`src/hw/rtl/fvm_mul.sv`:
```
// ----------------------------------------------------------------------------
// fvm_mul: shared signed multiplier
// One 33x33 signed product per cycle, registered at the output.
// ----------------------------------------------------------------------------
`default_nettype none

module fvm_mul (
    input  wire logic               aclk,
    input  wire logic signed [32:0] op_a,
    input  wire logic signed [32:0] op_b,
    output logic signed [65:0]      prod
);

    logic signed [65:0] prod_reg;

    always_ff @(posedge aclk) begin
        prod_reg <= op_a * op_b;
    end

    assign prod = prod_reg;

endmodule

`default_nettype wire

```
`config.mk`:
```
export PLATFORM = sky130hd
export DESIGN_NAME = fvm_mul
export DESIGN_NICKNAME = d
export VERILOG_FILES = /design/src/hw/rtl/fvm_mul.sv
export SDC_FILE = /design/constraint.sdc
export NUM_CORES = 2
export LEC_CHECK = 0
export ABC_AREA = 1
export BUFFER_PORTS_ARGS = -buffer_cell sky130_fd_sc_hd__buf_2
export CORE_UTILIZATION = 54
export DETAILED_ROUTE_END_ITERATION = 6
export PLACE_DENSITY_LB_ADDON = 0.3
export SYNTH_ARGS = -nofsm -noshare
export SYNTH_HDL_FRONTEND = slang
export SYNTH_SLANG_ARGS = --single-unit
```
`constraint.sdc`:
```
create_clock -name aclk -period 9.9 [get_ports aclk]
set_input_delay 1.485 -clock aclk [delete_from_list [all_inputs] [get_ports aclk]]
set_output_delay 1.485 -clock aclk [all_outputs]
set_load 0.01 [all_outputs]
```
==> out/metrics.csv <==
metric,value,unit
number of CTS-inserted buffers,9,
RSZ-0062 raised after global routing,false,
Die Width,285,microns
Worst Hold Class,input pin to flop,
Most common cell on crit path,fa_1,
post-synthesis cell area,43200,sq um
Clock Path Buffers,2,
TritonCTS clock tree,built,
Yosys warnings,0,
WL/cell,17.6,microns
Startpoint Class,input pin,
Setup TNS,0,ns
delay of the slowest cell on the worst path,1.20,ns
Slowest cell on crit path,fa_1,
clk sinks,66,
CP required,10.15,ns
Finish-stage setup viols,0,
initial antenna violation count,11,
residual DRC count,0,
HPWL after DPL,97900,microns
Critical Path Sink Type,flop,
area of the die,81100,sq um
cts repair resizes,0,
worst-path cell chain,"buf_2, nand2_1, inv_1, fa_1, fa_1, inv_1, fa_1, inv_1, fa_1, inv_1, fa_1, fa_1, fa_1, fa_1, inv_1, ha_1, nand2_1, nor2_1, inv_1, nor3_1, nand2_1, and2_0, nand4_1, nand2_1",
outcome,finished clean,
Peak Freq,113,MHz
layout cells sized above 1,4.26,%
Max Cap Violations,0,
most frequent cell after synthesis,inv_1,
post-synth cell types,35,
H-tree depth,3,
Worst Max-Slew Pin Slew,1.13,ns
Setup Buffers After CTS,0,
Synth Register Bits,66,
clock root buffer,clkbuf_16,
Syn Inst Count,5543,
row count,103,
Synth Area per Inst,7.79,sq um
asr flop ratio synth,0,%
routed wire length,114000,microns
post-route ant nets,0,
NumNets Final,6876,
boundary pin count,133,
vias per cell,5.01,
routability congestion estimate,0.953,
critical path arrival,9.07,ns
Final Cycle Share,89.1,%
most common library cells after synthesis,"inv_1 (1894), nand2_1 (1517), fa_1 (1145), clkbuf_1 (262), ha_1 (217)",
max reg flops,66,
PortBufs,132,
post-synthesis sequential area ratio,3.06,%
FILL cells,7368,
Tot GR Track Use,30.1,%
Initial Util,54.7,%
Iteration-0 DRC Markers,2158,
Fin. Hold Viols,0,
hold buffer count at CTS,0,
routed vias,32600,
largest area contributor in the netlist,fa_1,
cells taking the most area after synthesis,"fa_1 (53%), inv_1 (16%), nand2_1 (13%), ha_1 (6.3%), dfxtp_1 (3.1%)",
Area Growth Syn to Fin,3.44,%
syn nets,6972,
Congestion Overflow GR,0,
min Tclk post-route,8.82,ns
Worst slew margin,24.6,%
crit path kind,input pin to flop,
Crit Path Max Fanout,33,
Final Max Slew Viols,0,
largest net degree at the start of global routing,34,
clock-pin slew on the worst setup and hold paths,0.06,ns
first-pass GRT wire length,191000,microns
DRT Pass-1 Iters,6,
post-synth top area share,53.1,%
ys flop type,dfxtp_1,
number of global-route vias before repair,36300,
Core ar.,79000,sq um
die height,285,microns
Post-synth EDFFs,0,
## logic make-up (layout without fill, tap and decap cells)
logic type / count (synthesis) / in the layout / synth area share [%]
buffers and inverters: 2158 / 2067 / 18.8
AND/OR/NAND/NOR: 1810 / 1810 / 16.6
adder cells (fa/ha/maj): 1362 / 1362 / 59.4
AO/OA/AOI/OAI: 106 / 106 / 1.38
flip-flops: 66 / 66 / 3.06
XOR/XNOR: 41 / 41 / 0.832
other: 0 / 1 / 0
## path summary, 6_finish.rpt
kind	startpoint	endpoint	cells past startpoint	slack [ns]
worst max-delay path	op_b[6]	prod[60]	24	1.08
worst min-delay path	op_b[0]	prod[0]	3	1.68
## worst max-delay path, delay by kind of cell
kind                     cells  cell delay (ns)
adder cells (fa/ha/maj)      9             5.16
buffers and inverters        7             1.22
AND/OR/NAND/NOR              8             1.19
## stage by stage
| step | cell area (sq um) | utilization [%] | std cells | setup slack [ns] | hold slack, ns |
|---|---|---|---|---|---|
| final | 44700 | 56.5 | 6503 | 1.08 | 1.68 |
| after global placement | 44300 | 56.1 | 6486 | 0.845 | 1.88 |
| after detailed placement | 44300 | 56.1 | 6486 | 0.664 | 1.88 |
| after floorplan | 43200 | - | 5543 | 1.66 | 1.75 |
| after CTS | 44700 | 56.5 | 6502 | 1.05 | 1.66 |
| after global routing | 44700 | 56.5 | 6503 | 0.577 | 1.72 |
## placed cells by master (no fill, tap or decap), types with 2 or more instances in the layout
cell / synthesis / final
nor2_1: 131 / 131
xor2_1: 37 / 37
nand3_2: 8 / 8
xnor2_1: 4 / 4
nor3_1: 7 / 7
o21ai_0: 19 / 19
nand2_1: 1517 / 1517
buf_2: 0 / 132
or2_2: 5 / 5
and2_1: 2 / 2
clkbuf_16: 0 / 9
nand3_1: 70 / 70
nand3b_1: 3 / 3
a21oi_2: 4 / 4
nand2_2: 17 / 17
o21bai_1: 14 / 14
dfxtp_1: 66 / 66
fa_1: 1145 / 1145
nor2_4: 3 / 3
inv_1: 1894 / 1893
a21o_1: 2 / 2
ha_1: 217 / 217
buf_4: 0 / 24
o21ai_1: 3 / 3
nor2_2: 20 / 20
nand4_1: 19 / 19
clkbuf_8: 0 / 3
nor4_1: 4 / 4
a21oi_1: 61 / 61
## routing by layer
| metal | global-route usage [%] | vias up | routed length [microns] |
|---|---|---|---|
| met5 | 0 | - | 103 |
| met3 | 4.42 | 266 | 8020 |
| met4 | 9.88 | 18 | 4280 |
| met1 | 37.7 | 16300 | 44200 |
| met2 | 53.4 | 1170 | 57600 |
| li1 | - | 14800 | - |
## layout make-up
class	instances	area, sq um	area share [%]
multi-input combinational	3319	33800	75.6
timing repair buffer	156	841	1.88
clock inverter	3	46.3	0.104
sequential	66	1320	2.96
inverter	1895	7110	15.9
clock buffer	13	270	0.605
antenna	1	2.50	0.00560
tap	1050	1310	2.94
Power is not shown: default switching activity piles up to over one toggle a cycle in this logic, so the estimate is an artifact.
